## src/vfrp_pkg.sv

```systemverilog
// ----------------------------------------------------------------------------
// vfrp_pkg: shared types and constants for the video frame release pacer
// Payload structs for both channels, the configuration register map,
// reset values and the fixed timing thresholds.
// ----------------------------------------------------------------------------
package vfrp_pkg;

    // Query / painted-event transaction
    typedef struct packed {
        logic        mode;
        logic [7:0]  queued_count;
        logic        front_has_stamp;
        logic [31:0] front_stamp;
        logic [31:0] newest_stamp;
        logic [31:0] now_ms;
        logic [31:0] audio_clock;
        logic [31:0] painted_frame_stamp;
        logic [31:0] painted_time;
    } vfrp_in_t;

    // Result transaction
    typedef struct packed {
        logic        release_now;
        logic [31:0] video_clock;
    } vfrp_out_t;

    // Configuration register set
    typedef struct packed {
        logic        sync_enable;
        logic [15:0] min_buffer_ms;
        logic [15:0] sync_tolerance_ms;
        logic [15:0] max_interval_ms;
    } vfrp_cfg_t;

    // Decision unit status back to the top level
    typedef struct packed {
        logic release_now;
        logic audio_update;
    } vfrp_dec_t;

    // Transaction kinds
    localparam logic MODE_QUERY   = 1'b0;
    localparam logic MODE_PAINTED = 1'b1;

    // Configuration port
    localparam int CFG_IDX_W  = 2;
    localparam int CFG_DATA_W = 16;

    localparam logic [CFG_IDX_W-1:0] CFG_SYNC_ENABLE       = 2'd0;
    localparam logic [CFG_IDX_W-1:0] CFG_MIN_BUFFER_MS     = 2'd1;
    localparam logic [CFG_IDX_W-1:0] CFG_SYNC_TOLERANCE_MS = 2'd2;
    localparam logic [CFG_IDX_W-1:0] CFG_MAX_INTERVAL_MS   = 2'd3;

    localparam logic        RST_SYNC_ENABLE       = 1'b0;
    localparam logic [15:0] RST_MIN_BUFFER_MS     = 16'd100;
    localparam logic [15:0] RST_SYNC_TOLERANCE_MS = 16'd200;
    localparam logic [15:0] RST_MAX_INTERVAL_MS   = 16'd1000;

    // Queue count limit and width of the limited count
    localparam int          COUNT_W         = 16;
    localparam logic [15:0] QUEUE_COUNT_MAX = 16'd255;

    // Frame gap thresholds, ms
    localparam logic [31:0] GAP_FAST_MS     = 32'd50;
    localparam logic [31:0] GAP_MID_MS      = 32'd160;
    localparam logic [31:0] MIN_INTERVAL_MS = 32'd10;

    // Queued-frame thresholds picked from the gap
    localparam logic [15:0] THR_FAST = 16'd3;
    localparam logic [15:0] THR_MID  = 16'd2;
    localparam logic [15:0] THR_SLOW = 16'd1;

endpackage

```

## src/vfrp_decide.sv

```systemverilog
// ----------------------------------------------------------------------------
// vfrp_decide: release decision for one query
// Lip-sync check against the audio clock, frame gap limiting, queue based
// speed-up and the final delay compare. Pure combinational, mod 2^32 time.
// ----------------------------------------------------------------------------
module vfrp_decide #(
    parameter logic [15:0] QUEUE_COUNT_MAX = vfrp_pkg::QUEUE_COUNT_MAX
) (
    input  vfrp_pkg::vfrp_in_t  item,
    input  vfrp_pkg::vfrp_cfg_t cfg,
    input  logic [31:0]         last_audio_seen,
    input  logic [31:0]         last_paint_time,
    input  logic [31:0]         last_frame_stamp,
    output vfrp_pkg::vfrp_dec_t dec
);

    logic [vfrp_pkg::COUNT_W-1:0] count_ext;
    logic [vfrp_pkg::COUNT_W-1:0] count;
    logic [vfrp_pkg::COUNT_W-1:0] thr;
    logic [vfrp_pkg::COUNT_W-1:0] fast;
    logic [31:0] tol32;
    logic [31:0] max32;
    logic [31:0] minbuf32;
    logic [31:0] d_audio;
    logic [31:0] d_video;
    logic [31:0] d_min;
    logic        audio_ahead;
    logic        sync_hit;
    logic        out_of_tol;
    logic        speed_up;
    logic        hold;
    logic [31:0] buffered;
    logic [31:0] delay;
    logic [31:0] delay_adj;
    logic [31:0] gap_raw;
    logic [31:0] gap;
    logic [31:0] gap_sp;
    logic [31:0] gap_fin;
    logic        add_en;
    logic        timing_ok;

    // Limited queue count
    assign count_ext = {{(vfrp_pkg::COUNT_W-8){1'b0}}, item.queued_count};
    assign count     = (count_ext > QUEUE_COUNT_MAX) ? QUEUE_COUNT_MAX : count_ext;

    assign tol32    = {16'd0, cfg.sync_tolerance_ms};
    assign max32    = {16'd0, cfg.max_interval_ms};
    assign minbuf32 = {16'd0, cfg.min_buffer_ms};

    // Audio/video offset: shorter of the two modular distances
    assign d_audio     = item.audio_clock - item.front_stamp;
    assign d_video     = item.front_stamp - item.audio_clock;
    assign audio_ahead = (d_audio <= d_video);
    assign d_min       = audio_ahead ? d_audio : d_video;

    assign sync_hit   = cfg.sync_enable && (item.audio_clock != last_audio_seen);
    assign out_of_tol = (d_min >= tol32);
    assign speed_up   = sync_hit && out_of_tol && audio_ahead && (d_min != tol32);
    assign hold       = sync_hit && out_of_tol && !audio_ahead && (d_min < max32);

    // Frame gap, zeroed when at or above the interval limit
    assign gap_raw = item.front_stamp - last_frame_stamp;
    assign gap     = (gap_raw >= max32) ? 32'd0 : gap_raw;

    always_comb begin
        if (gap <= vfrp_pkg::GAP_FAST_MS) begin
            thr = vfrp_pkg::THR_FAST;
        end else if (gap <= vfrp_pkg::GAP_MID_MS) begin
            thr = vfrp_pkg::THR_MID;
        end else begin
            thr = vfrp_pkg::THR_SLOW;
        end
    end

    // Extra queued frames pull the release earlier
    assign buffered  = item.newest_stamp - item.front_stamp;
    assign fast      = (count > thr) ? (count - thr) : '0;
    assign add_en    = (buffered > minbuf32) || (count > thr);
    assign delay     = item.now_ms - last_paint_time;
    assign delay_adj = add_en ? (delay + {{(32-vfrp_pkg::COUNT_W){1'b0}}, fast}) : delay;

    // Audio leads: shorten the interval by a quarter, then floor it
    assign gap_sp  = speed_up ? (gap - {2'b00, gap[31:2]}) : gap;
    assign gap_fin = (gap_sp < vfrp_pkg::MIN_INTERVAL_MS) ? vfrp_pkg::MIN_INTERVAL_MS : gap_sp;

    assign timing_ok = (delay_adj >= max32) || (delay_adj >= gap_fin);

    // Priority: empty queue, no stamp, lip-sync hold, timing
    always_comb begin
        dec.audio_update = 1'b0;
        if (count == '0) begin
            dec.release_now = 1'b0;
        end else if (!item.front_has_stamp) begin
            dec.release_now = 1'b1;
        end else begin
            dec.audio_update = sync_hit;
            dec.release_now  = hold ? 1'b0 : timing_ok;
        end
    end

endmodule

```

## src/video_frame_release_pacer.sv

```systemverilog
// ----------------------------------------------------------------------------
// video_frame_release_pacer: decides when the front queued frame is decoded
//
// Input channel (s_valid/s_ready/s_payload): one transaction per query or
// per painted event. A query returns release_now for the front frame; a
// painted event records the painted stamp and time and returns release 0.
// Every transaction returns exactly one result on the m_ channel, carrying
// the current video clock (last painted stamp).
// Configuration channel (cfg_valid/cfg_ready/cfg_index/cfg_data): always
// ready; write only while no transaction is in flight.
// A transaction passes the input register, then the result register,
// which drives m_valid. Throughput: one transaction per cycle, set by
// the single decision pass, while m_ready does not stall the result.
// Stall: a held result keeps m_payload stable; the input register still
// takes a transaction while the result register is empty or draining, so
// s_ready drops only when both registers are full and m_ready is low.
// Reset: both stages empty, registers at their defaults, history cleared.
// ----------------------------------------------------------------------------
module video_frame_release_pacer #(
    parameter logic [15:0] QUEUE_COUNT_MAX = vfrp_pkg::QUEUE_COUNT_MAX
) (
    input  logic                                aclk,
    input  logic                                aresetn,
    input  logic                                s_valid,
    output logic                                s_ready,
    input  vfrp_pkg::vfrp_in_t                  s_payload,
    output logic                                m_valid,
    input  logic                                m_ready,
    output vfrp_pkg::vfrp_out_t                 m_payload,
    input  logic                                cfg_valid,
    output logic                                cfg_ready,
    input  logic [vfrp_pkg::CFG_IDX_W-1:0]      cfg_index,
    input  logic [vfrp_pkg::CFG_DATA_W-1:0]     cfg_data
);

    vfrp_pkg::vfrp_cfg_t cfg_reg;
    vfrp_pkg::vfrp_in_t  in_item_reg;
    logic                in_valid_reg;
    vfrp_pkg::vfrp_out_t out_item_reg;
    vfrp_pkg::vfrp_out_t out_item_next;
    logic                out_valid_reg;
    logic [31:0]         last_audio_reg;
    logic [31:0]         last_paint_reg;
    logic [31:0]         last_stamp_reg;
    vfrp_pkg::vfrp_dec_t dec;
    logic                advance;
    logic                s_fire;

    // Configuration writes
    assign cfg_ready = 1'b1;

    always_ff @(posedge aclk) begin
        if (!aresetn) begin
            cfg_reg.sync_enable       <= vfrp_pkg::RST_SYNC_ENABLE;
            cfg_reg.min_buffer_ms     <= vfrp_pkg::RST_MIN_BUFFER_MS;
            cfg_reg.sync_tolerance_ms <= vfrp_pkg::RST_SYNC_TOLERANCE_MS;
            cfg_reg.max_interval_ms   <= vfrp_pkg::RST_MAX_INTERVAL_MS;
        end else if (cfg_valid) begin
            unique case (cfg_index)
                vfrp_pkg::CFG_SYNC_ENABLE:       cfg_reg.sync_enable       <= cfg_data[0];
                vfrp_pkg::CFG_MIN_BUFFER_MS:     cfg_reg.min_buffer_ms     <= cfg_data;
                vfrp_pkg::CFG_SYNC_TOLERANCE_MS: cfg_reg.sync_tolerance_ms <= cfg_data;
                vfrp_pkg::CFG_MAX_INTERVAL_MS:   cfg_reg.max_interval_ms   <= cfg_data;
                default: ;
            endcase
        end
    end

    // Handshake: input stage moves on whenever the result stage is free
    assign advance = in_valid_reg && (!out_valid_reg || m_ready);
    assign s_ready = !in_valid_reg || !out_valid_reg || m_ready;
    assign s_fire  = s_valid && s_ready;

    always_ff @(posedge aclk) begin
        if (!aresetn) begin
            in_valid_reg <= 1'b0;
        end else if (s_fire) begin
            in_valid_reg <= 1'b1;
        end else if (advance) begin
            in_valid_reg <= 1'b0;
        end
    end

    always_ff @(posedge aclk) begin
        if (s_fire) begin
            in_item_reg <= s_payload;
        end
    end

    // Decision for the registered query
    vfrp_decide #(
        .QUEUE_COUNT_MAX (QUEUE_COUNT_MAX)
    ) u_decide (
        .item             (in_item_reg),
        .cfg              (cfg_reg),
        .last_audio_seen  (last_audio_reg),
        .last_paint_time  (last_paint_reg),
        .last_frame_stamp (last_stamp_reg),
        .dec              (dec)
    );

    // Result formation
    always_comb begin
        if (in_item_reg.mode == vfrp_pkg::MODE_PAINTED) begin
            out_item_next.release_now = 1'b0;
            out_item_next.video_clock = in_item_reg.painted_frame_stamp;
        end else begin
            out_item_next.release_now = dec.release_now;
            out_item_next.video_clock = last_stamp_reg;
        end
    end

    // History update, in transaction order as each one leaves the input stage
    always_ff @(posedge aclk) begin
        if (!aresetn) begin
            last_audio_reg <= '0;
            last_paint_reg <= '0;
            last_stamp_reg <= '0;
        end else if (advance) begin
            if (in_item_reg.mode == vfrp_pkg::MODE_PAINTED) begin
                last_stamp_reg <= in_item_reg.painted_frame_stamp;
                last_paint_reg <= in_item_reg.painted_time;
            end else if (dec.audio_update) begin
                last_audio_reg <= in_item_reg.audio_clock;
            end
        end
    end

    // Result register
    always_ff @(posedge aclk) begin
        if (!aresetn) begin
            out_valid_reg <= 1'b0;
        end else if (advance) begin
            out_valid_reg <= 1'b1;
        end else if (m_ready) begin
            out_valid_reg <= 1'b0;
        end
    end

    always_ff @(posedge aclk) begin
        if (advance) begin
            out_item_reg <= out_item_next;
        end
    end

    assign m_valid   = out_valid_reg;
    assign m_payload = out_item_reg;

endmodule

```

## config.mk

```make
export PLATFORM = sky130hd
export DESIGN_NAME = video_frame_release_pacer
export DESIGN_NICKNAME = d
export VERILOG_FILES = /design/src/vfrp_pkg.sv /design/src/vfrp_decide.sv /design/src/video_frame_release_pacer.sv
export SDC_FILE = /design/constraint.sdc
export NUM_CORES = 1
export LEC_CHECK = 0
export CAP_MARGIN = 20
export CORE_ASPECT_RATIO = 0.6
export CORE_MARGIN = 5
export CORE_UTILIZATION = 40
export CTS_BUF_LIST = sky130_fd_sc_hd__clkbuf_2
export DETAILED_ROUTE_END_ITERATION = 6
export DONT_BUFFER_PORTS = 1
export SLEW_MARGIN = 10
export SYNTH_ARGS = -nofsm -noshare
export SYNTH_HDL_FRONTEND = slang
export SYNTH_SLANG_ARGS = --single-unit
```

## constraint.sdc

```tcl
create_clock -name aclk -period 18.2 [get_ports aclk]
set_input_delay 3.64 -clock aclk [delete_from_list [all_inputs] [get_ports aclk]]
set_output_delay 3.64 -clock aclk [all_outputs]
set_load 0.1 [all_outputs]
```

; ---- Yosys cells after proc, flatten, opt, wreduce, memory -nomap -nowiden
; Cells that the tools add are included.
[op_classes]
addsub = 8
n_lt_le_gt_ge = 12
eq_ne = 5
muxes = 18
bitwise = 1
reduce_logical = 27
[op_table]
columns = cell, n
row1 = two-way mux 32 bit, 6
row2 = subtractor 32 bit, 5
row3 = >= comparator 32 x 16 -> 1 bit, 3
row4 = adder 32 x 16 -> 32 bit, 1
row5 = >= comparator 32 bit, 1
row6 = > comparator 32 x 16 -> 1 bit, 1
row7 = <= comparator 32 bit, 1
row8 = "<= comparator 32 x 6 -> 1 bit, second input constant", 1
row9 = "<= comparator 32 x 8 -> 1 bit, second input constant", 1
row10 = less-than comparator 32 x 16 -> 1 bit, 1
row11 = "less-than comparator 32 x 4 -> 1 bit, second input constant", 1
row12 = two-way mux 16 bit, 2
row13 = inequality test 32 x 16 -> 1 bit, 1
row14 = inequality test 32 bit, 1
row15 = subtractor 32 x 30 -> 32 bit, 1
row16 = > comparator 16 bit, 1
row17 = zero test 16 bit, 1
row18 = subtractor 16 bit, 1
row19 = AND reduction 2 bit, 5
row20 = "> comparator 8 bit, second input constant", 1
row21 = logical AND 1 bit, 8
row22 = two-way mux 1 bit, 8
row23 = two-way mux 8 bit, 1
row24 = logical OR 1 bit, 5
row25 = other kinds (9), 13
[totals]
ff_bits = 382
input_bits = 225
output_inout_bits = 36

; ---- Logic depth before layout (Yosys ltp)
; Gate-level depths: netlist of the first run.
[depth]
word_depth = 14
ltp_mapped = 57
ltp_nobuf = 57

; ---- By module
; A second synthesis of the first run with hierarchy kept.
[unflattened]
cells_unflattened = 3288
hier_area_um2 = 29742.3
[by_module_without_submodules]
columns = module, n_inst, cells_each, area_each_um2, seq_area_each_um2
row1 = vfrp_decide, 1, 2370, 16525.8, 0.0
row2 = video_frame_release_pacer, 1, 918, 13216.4, 9999.6

; ---- Least setup slack after synthesis of the first run
; No wires, ideal clock.
[synth_path]
path_type = reg-to-reg
startpoint = register in_item_reg[160] (netlist name)
endpoint = register out_item_reg (netlist bit m_payload[32]) (data pin)
setup_ns = 0.274
t_arrival_ns = 10.412
required_time_ns = 17.926
path_slack_ns = 7.514
stages_incl_launch_ff = 55
cell_sequence = edfxtp_1 -> inv_1 -> ha_1 -> inv_1 -> fa_1 -> a21oi_1 -> o21ai_0 -> a21oi_1 -> o21ai_0 -> a21oi_1 -> o21bai_1 -> xnor2_1 -> inv_1 -> ha_1 -> a21oi_1 -> nor2b_1 -> o21ai_0 -> o21ai_0 -> [19 not listed] -> a21o_1 -> a21oi_1 -> or3b_2 -> xnor2_1 -> ha_1 -> a21o_1 -> a21o_1 -> a21oi_1 -> nor2b_1 -> o21ai_0 -> nand2b_1 -> a21o_1 -> a221oi_1 -> a211oi_1 -> or3_2 -> a2111o_1 -> nor4b_2 -> a41oi_1
[synth_between]
elab_chain_len = 14
[synth_rtl]
columns = element, line_no
row1 = start: declaration, video_frame_release_pacer.sv:37  ; vfrp_pkg::vfrp_in_t in_item_reg;
row2 = start signal: assignment, video_frame_release_pacer.sv:86  ; in_item_reg <= s_payload;
row3 = subtractor 32 bit (on tied branches), "vfrp_decide.sv:62, vfrp_decide.sv:51, vfrp_decide.sv:52"
row4 = >= comparator 32 x 16 -> 1 bit / <= comparator 32 bit (equally long branches), "vfrp_decide.sv:63, vfrp_decide.sv:53"
row5 = two-way mux 32 bit (on tied branches), "vfrp_decide.sv:63, vfrp_decide.sv:54"
row6 = <= comparator 32 x 8 -> 1 bit / >= comparator 32 x 16 -> 1 bit (equally long branches), "vfrp_decide.sv:68, vfrp_decide.sv:57"
row7 = two-way mux 2 bit / logical AND 1 bit (equally long branches), "vfrp_decide.sv:68, vfrp_decide.sv:58, vfrp_decide.sv:59"
row8 = two-way mux 16 bit / logical AND 1 bit (equally long branches), "vfrp_decide.sv:66, vfrp_decide.sv:58"
row9 = subtractor 16 bit (tied with other cells), vfrp_decide.sv:77  ; assign fast = (count > thr) ? (count - thr) : '0;
row10 = two-way mux 16 bit / two-way mux 32 bit (equally long branches), "vfrp_decide.sv:77, vfrp_decide.sv:83"
row11 = adder 32 x 16 -> 32 bit / less-than comparator 32 x 4 -> 1 bit (equally long branches), "vfrp_decide.sv:80, vfrp_decide.sv:84"
row12 = two-way mux 32 bit (on tied branches), "vfrp_decide.sv:80, vfrp_decide.sv:84"
row13 = >= comparator 32 x 16 -> 1 bit / >= comparator 32 bit (equally long branches), vfrp_decide.sv:86  ; assign timing_ok = (delay_adj >= max32) || (delay_adj >= gap_fin);
row14 = logical OR 1 bit, vfrp_decide.sv:86
row15 = two-way mux 1 bit *, vfrp_decide.sv:97  ; dec.release_now = hold ? 1'b0 : timing_ok;
row16 = two-way mux 1 bit *, vfrp_decide.sv:93  ; end else if (!item.front_has_stamp) begin
row17 = end signal: assignment, video_frame_release_pacer.sv:142  ; out_item_reg <= out_item_next;
row18 = end: declaration, video_frame_release_pacer.sv:39  ; vfrp_pkg::vfrp_out_t out_item_reg;
; Every way passes the cells marked *; elsewhere a longest branch is shown, timed or not.
; A chain may end at the register's enable or synchronous reset.

; ---- Worst setup path after layout of the first run
; Same ends and word-level chain as after synthesis.

==> results of run 1 <==
## power by group through the flow
stage / registers, mW / logic (mW) / clock network [mW]
after floorplan: 1.03 / 0.658 / 0
after global placement: 1.04 / 0.893 / 0
after detailed placement: 1.04 / 0.893 / 0
after CTS: 1.02 / 0.900 / 0.673
after global routing: 1.02 / 1.03 / 0.718
final: 1.02 / 0.934 / 0.644
## final timing paths
check,start,endpoint,cells past startpoint
min reg2reg,in_item_reg[8]$_DFFE_PP_,last_paint_reg[8]$_SDFFE_PN0P_,2
max reg2reg,in_item_reg[160]$_DFFE_PP_,m_payload[32]$_SDFFCE_PP0P_,55
min,in_item_reg[8]$_DFFE_PP_,last_paint_reg[8]$_SDFFE_PN0P_,2
max,in_item_reg[160]$_DFFE_PP_,m_payload[32]$_SDFFCE_PP0P_,55
## layer usage
layer / vias up / GRT usage [%]
li1: 12300 / -
met5: - / 0
met4: 16 / 4.59
met1: 11900 / 39.3
met2: 1168 / 29.0
met3: 102 / 9.81
## layout by cell type (no fill, tap or decap), types with 23 or more instances in the layout
| master | n |
|---|---|
| a21o_1 | 118 |
| o21bai_1 | 37 |
| nand2_1 | 416 |
| or3_1 | 23 |
| o211ai_1 | 37 |
| xor2_1 | 74 |
| a211oi_1 | 24 |
| clkbuf_2 | 130 |
| dfxtp_1 | 147 |
| mux2i_1 | 32 |
| nor2b_1 | 68 |
| inv_1 | 276 |
| ha_1 | 345 |
| nor3_1 | 43 |
| xnor2_1 | 133 |
| conb_1 | 35 |
| a21oi_1 | 262 |
| o21ai_0 | 185 |
| nor2_1 | 184 |
| and3_1 | 27 |
| o21a_1 | 42 |
| nand3_1 | 63 |
| nand4_1 | 77 |
| edfxtp_1 | 235 |
| a21boi_0 | 115 |
## tightest hold or removal path: stages (launching register included)
cell,delay [ns]
edfxtp_1,0.37
nand2_1,0.06
a21boi_0,0.06
## per-stage QoR
stage / total power, mW / instance area [µm²] / hold slack (ns)
2_1_floorplan: 1.69 / 29900 / 0.443
3_3_place_gp: 1.93 / 30700 / 0.449
3_5_place_dp: 1.93 / 30700 / 0.456
4_1_cts: 2.59 / 31600 / 0.469
5_1_grt: 2.77 / 31600 / 0.492
6_report: 2.60 / 31600 / 0.461
## logic make-up after synthesis
| logic type | count (synthesis) | synth area share, % |
|---|---|---|
| other | 2 | 0.0252 |
| adder cells (fa/ha/maj) | 353 | 15.0 |
| multiplexers | 43 | 1.49 |
| flip-flops | 382 | 33.6 |
| AND/OR/NAND/NOR | 1037 | 16.8 |
| buffers and inverters | 396 | 5.38 |
| AO/OA/AOI/OAI | 970 | 21.6 |
| XOR/XNOR | 207 | 6.09 |
## cell type report
cell class	instances	area, µm²	area share (%)
Inverter	276	1040	3.27
Multi-Input combinational cell	2645	18300	57.8
Antenna cell	12	30.0	0.0949
Tap cell	987	1230	3.90
Sequential cell	382	10000	31.6
Clock buffer	130	651	2.06
Clock inverter	35	267	0.842
Timing Repair Buffer	17	128	0.403
==> results.md, run 1 <==
* Share of the synthesized area in the top cell type at a little under a quarter
* CTS buffer count at 91
* R2r setup slk at 4.81 ns
* Final WL at between 100 and 150 mm
* Synth top cells by count: 417 x nand2_1, 345 x ha_1, 276 x inv_1, 263 x a21oi_1, 235 x edfxtp_1
* First-pass GRT wire length at 147 mm
* Routability cong. at slightly below 1
* Final setup violation count at 0
* P_sw at ~1.0 mW
* Most frequent cell after synthesis: nand2_1
* Resized Gates After CTS at 0
* Top post-synthesis cells by area: edfxtp_1 24%, ha_1 15%, dfxtp_1 9.9%
* Worst min-delay path category: flop to flop
* Ys flop type: edfxtp_1
* Setup Skew at between 0.1 and 0.15 ns
* Top Metal Used: met5
* Max IR drop VDD at between 50 and 60 µV
* Post-synth EDFFs at about 240
* Count of hold buffers inserted by post-cts repair at 0
* Core area at 73700 µm²
* DRT antenna net count at 0
* Worst Setup End Kind: flop
* YS warnings at 0
* First-iteration detailed-routing DRC count at 3156
* RSZ-0062 raised after global routing: no
* Final worst slack at 4.81 ns
* Post-route setup TNS at 0 ns
* Share of layout cells above drive strength 1 at about 7.1%
* Mapped Area at between 20000 and 30000 µm²
* Initial Util at around two fifths
* Die H at about 220 µm
* Pin count of the biggest net entering global routing at around 150
* Placed cell count at 4305
* Buf/Inv on CP at 5
* Detailed Place HPWL at just over 80 mm
* Initial antenna violation count at 17
* Final Slew Violations at 0
* DRC at 0
* Routed wl met3 at 13.0 mm
* Util after Layout at between 40% and 50%
* CTS Sinks at between 300 and 400
* Crit path time final at around 13 ns
* Via count at roughly 25k
* P_int at roughly 1.6 mW
* Worst Path Required at 19.14 ns
* Max reg flops at about 200
* Final hold viol count at 0
* Post-CTS setup buffer count at 0
* First drt pass iteration count at 5
* Wire length on met1 at 51.0 mm
* CTS root buf: clkbuf_2
* Fmax at roughly 75 MHz
* CP max stage delay at just over 0.6 ns
* Filler instances at 7386
* IO Pins at 261
* # H-tree levels at 3
* Yosys cell types at ~100
* Synth Register Bits at around 380
* CTS tree: yes
* Slowest CP cell: nor4_1
* Detail Route met2 WL at 35.6 mm
* Period utilization at roughly 74%
* Vias in the first global route at between 20k and 25k
* Clock power share at between 20% and 30%
* Layout overhead on the synthesized area at 6.36%
* Post-Place Setup Slack at between 5 and 6 ns
* Leakage power at between 10 and 15 nW
* Total GRT Usage at between 20% and 30%
* P per Cell Area at between 80 and 90 nW/µm²
* Actual slew at the worst max-slew pin at 1.20 ns
* Most area-hungry cell type in the Yosys netlist: edfxtp_1
* Register area share after synthesis at around a third
* Site row count at 77
* Nets@finish at 3991
* Outcome: finished clean
* Relative slew slack at around 18%
* Max FO, Critical Path at 12
* Crit path max-delay family: compound AO/OA/AOI/OAI gates
* GRT overflow at 0
* Sequential Power Share at between 30% and 40%
* Critical path arrival at 14.33 ns
* Drt wl/cell at roughly 23 µm
* Post-synth ARST share at 0%
* Via density at 5.67
* Die area at approximately 80000 µm²
* Kind of critical path: flop to flop
* Gate power share at a little over a third
* Clock slew at reported path FFs at 0.11 ns
* Count of buffers inserted at the top-level ports at 0
* Syn Area/Cell at 8.78 µm²
* Syn Inst Count at approximately 3.4k
* Startpoint types: flop
* Final std cells w/o fill at 4484
* Die W at around 360 µm
* Clk_lat worst skew at about 1.4 ns
* Switching Fraction at about two fifths
* Max Cap Viol at 0
* Max clock buf depth at 3
No activity file was read; power rests on OpenSTA's default activity.
==> inputs of run 2 (changes only) <==
==> constraint.sdc (replaced) <==
create_clock -name aclk -period 10.8 [get_ports aclk]
set_input_delay 2.16 -clock aclk [delete_from_list [all_inputs] [get_ports aclk]]
set_output_delay 2.16 -clock aclk [all_outputs]
set_load 0.1 [all_outputs]
==> run 2 against run 1 <==
Effect of this change: clock skew increased by 0.038 ns; via count increased by 5.0%; critical path depth decreased by 3; die area unchanged; largest power group is now combinational cells; critical path type unchanged; core utilization increased by 3.6 points; register-to-register slack got worse by 4.7 ns; maximum frequency increased by 25%; clock power increased by 74%.
==> results.md, run 2 (same netlist as run 1, synthesis figures left out) <==
* Outcome: finished clean
* Total Power at about 4.6 mW
* Nets@finish at 4276
* Final worst slack at 0.110 ns
* Routability cong. at 0.987
* Max Cap Viol at 0
* # H-tree levels at 3
* Filler instances at between 7k and 8k
* Detailed Place HPWL at 84.3 mm
* DRC at 0
* P per Cell Area at 136 nW/µm²
* Worst Setup End Kind: flop
* Total GRT Usage at between 20% and 30%
* CTS buffer count at 94
* Period utilization at between 90% and 100%
* DRT antenna net count at 0
* Max reg flops at roughly 200
* Kind of critical path: flop to flop
* Worst Path Required at about 12 ns
* Via count at ~27k
* Final setup violation count at 0
* Count of buffers inserted at the top-level ports at 0
* Vias in the first global route at between 20k and 25k
* Most frequent cells in the layout: 415 x nand2_1, 337 x ha_1, 293 x buf_4, 272 x inv_1, 249 x a21oi_1
* Die H at ~220 µm
* Multi-input gate area at 18700 µm²
* Max FO, Critical Path at 3
* Initial antenna violation count at 16
* Final hold viol count at 0
* Initial Util at about two fifths
* CTS tree: yes
* Relative slew slack at between 10% and 20%
* Pin count of the biggest net entering global routing at 148
* CTS root buf: clkbuf_2
* RSZ-0062 raised after global routing: yes
* Commonest non-fill, non-tap cell in the layout: nand2_1
* Slowest CP cell: or4_4
* Critical path arrival at between 10 and 15 ns
* Site row count at just under 80
* Clock slew at reported path FFs at around 0.20 ns
* Fmax at 93.5 MHz
* Layout overhead on the synthesized area at 15.2%
* Worst min-delay path category: flop to flop
* Max IR drop VDD at ~97 µV
* CTS Sinks at around 380
* Final std cells w/o fill at approximately 4.8k
* Most frequent CP cell: a21o_1
* Drt wl/cell at about 22 µm
* First drt pass iteration count at 6
* Die W at ~360 µm
* IO Pins at roughly 260
* Setup Skew at about 0.17 ns
* Leakage power at 14.3 nW
* Share of layout cells above drive strength 1 at approximately 16%
* Core area at approximately 74000 µm²
* First-pass GRT wire length at ~150 mm
* Die area at around 80000 µm²
* First-iteration detailed-routing DRC count at roughly 3.2k
* Worst hold slack at just over 0.4 ns
* Startpoint types: flop
* Actual slew at the worst max-slew pin at 1.22 ns
* Post-Place Setup Slack at -0.960 ns
* Crit path time final at approximately 11 ns
* Final WL at approximately 110 mm
* Placed cell count at about 4.6k
* Util after Layout at between 40% and 50%
* Count of hold buffers inserted by post-cts repair at 0
* CP max stage delay at around 0.59 ns
* Final Slew Violations at 0
* Via density at around 5.6
* GRT overflow at 0
* Clk_lat worst skew at around 1.4 ns
* Register Area at about 10000 µm²
* Max clock buf depth at 3
## run 2: changes by cell type in the layout (fill, tap and decap cells not counted), moves of 7 or more
cell and change:
a21oi_2 +10, a21oi_1 -13, o21ai_1 +12, nor4_1 -7, ha_1 -8, buf_4 +277
o21ai_0 -18
## run 2: what timing repair did
item | CTS | global route
pin swaps | 21 | 73
cloned | 0 | 0
endpoints found under the setup margin | 1 | 1
gates resized for setup | 37 | 72
setup buffers | 8 | 19
## run 2: area by class of cell
cell class / instances / share of cell area (%)
diodes: 14 / 0.102
multi-input cells: 2645 / 54.7
repair buffers: 299 / 6.63
clock inverters: 35 / 0.814
well taps: 987 / 3.60
inverters: 276 / 3.02
clock buffers: 135 / 1.97
flip-flops and latches: 382 / 29.2
## run 2: stage by stage
| stage | setup TNS (ns) | area (µm²) |
|---|---|---|
| floorplan | 0 | 29900 |
| global placement | -0.490 | 32600 |
| detailed placement | -0.960 | 32600 |
| CTS | 0 | 33800 |
| global route | -0.373 | 34300 |
| finish | 0 | 34300 |
## run 2: per-layer routing
| metal | up-vias | routed length [µm] | GRT usage, % |
|---|---|---|---|
| met5 | - | 318 | 2.20 |
| met4 | 16 | 1580 | 4.87 |
| met3 | 105 | 13200 | 9.30 |
| met2 | 1240 | 36900 | 30.4 |
| met1 | 12500 | 53300 | 41.3 |
| li1 | 12800 | - | - |
## run 2: report_power, final
group | internal (mW) | switching (mW)
registers | 1.62 | 0.0934
clock network | 0.460 | 0.662
logic | 0.763 | 1.04
## run 2: critical path: cells and delay by family, from the launching register on
kind	cells	cell delay [ns]
buf+inv	4	0.50
compound gates	26	4.53
simple gates	15	3.50
fa+ha+maj	5	1.33
flops	1	0.39
xor+xnor	2	0.36
## run 2: worst paths after layout
path	from	to	slack, ns	depth (start not counted)
min reg2reg	in_item_reg[1]$_DFFE_PP_	last_paint_reg[1]$_SDFFE_PN0P_	0.41	2
max reg2reg	in_item_reg[161]$_DFFE_PP_	m_payload[32]$_SDFFCE_PP0P_	0.11	52
min	in_item_reg[1]$_DFFE_PP_	last_paint_reg[1]$_SDFFE_PN0P_	0.41	2
max	in_item_reg[161]$_DFFE_PP_	m_payload[32]$_SDFFCE_PP0P_	0.11	52
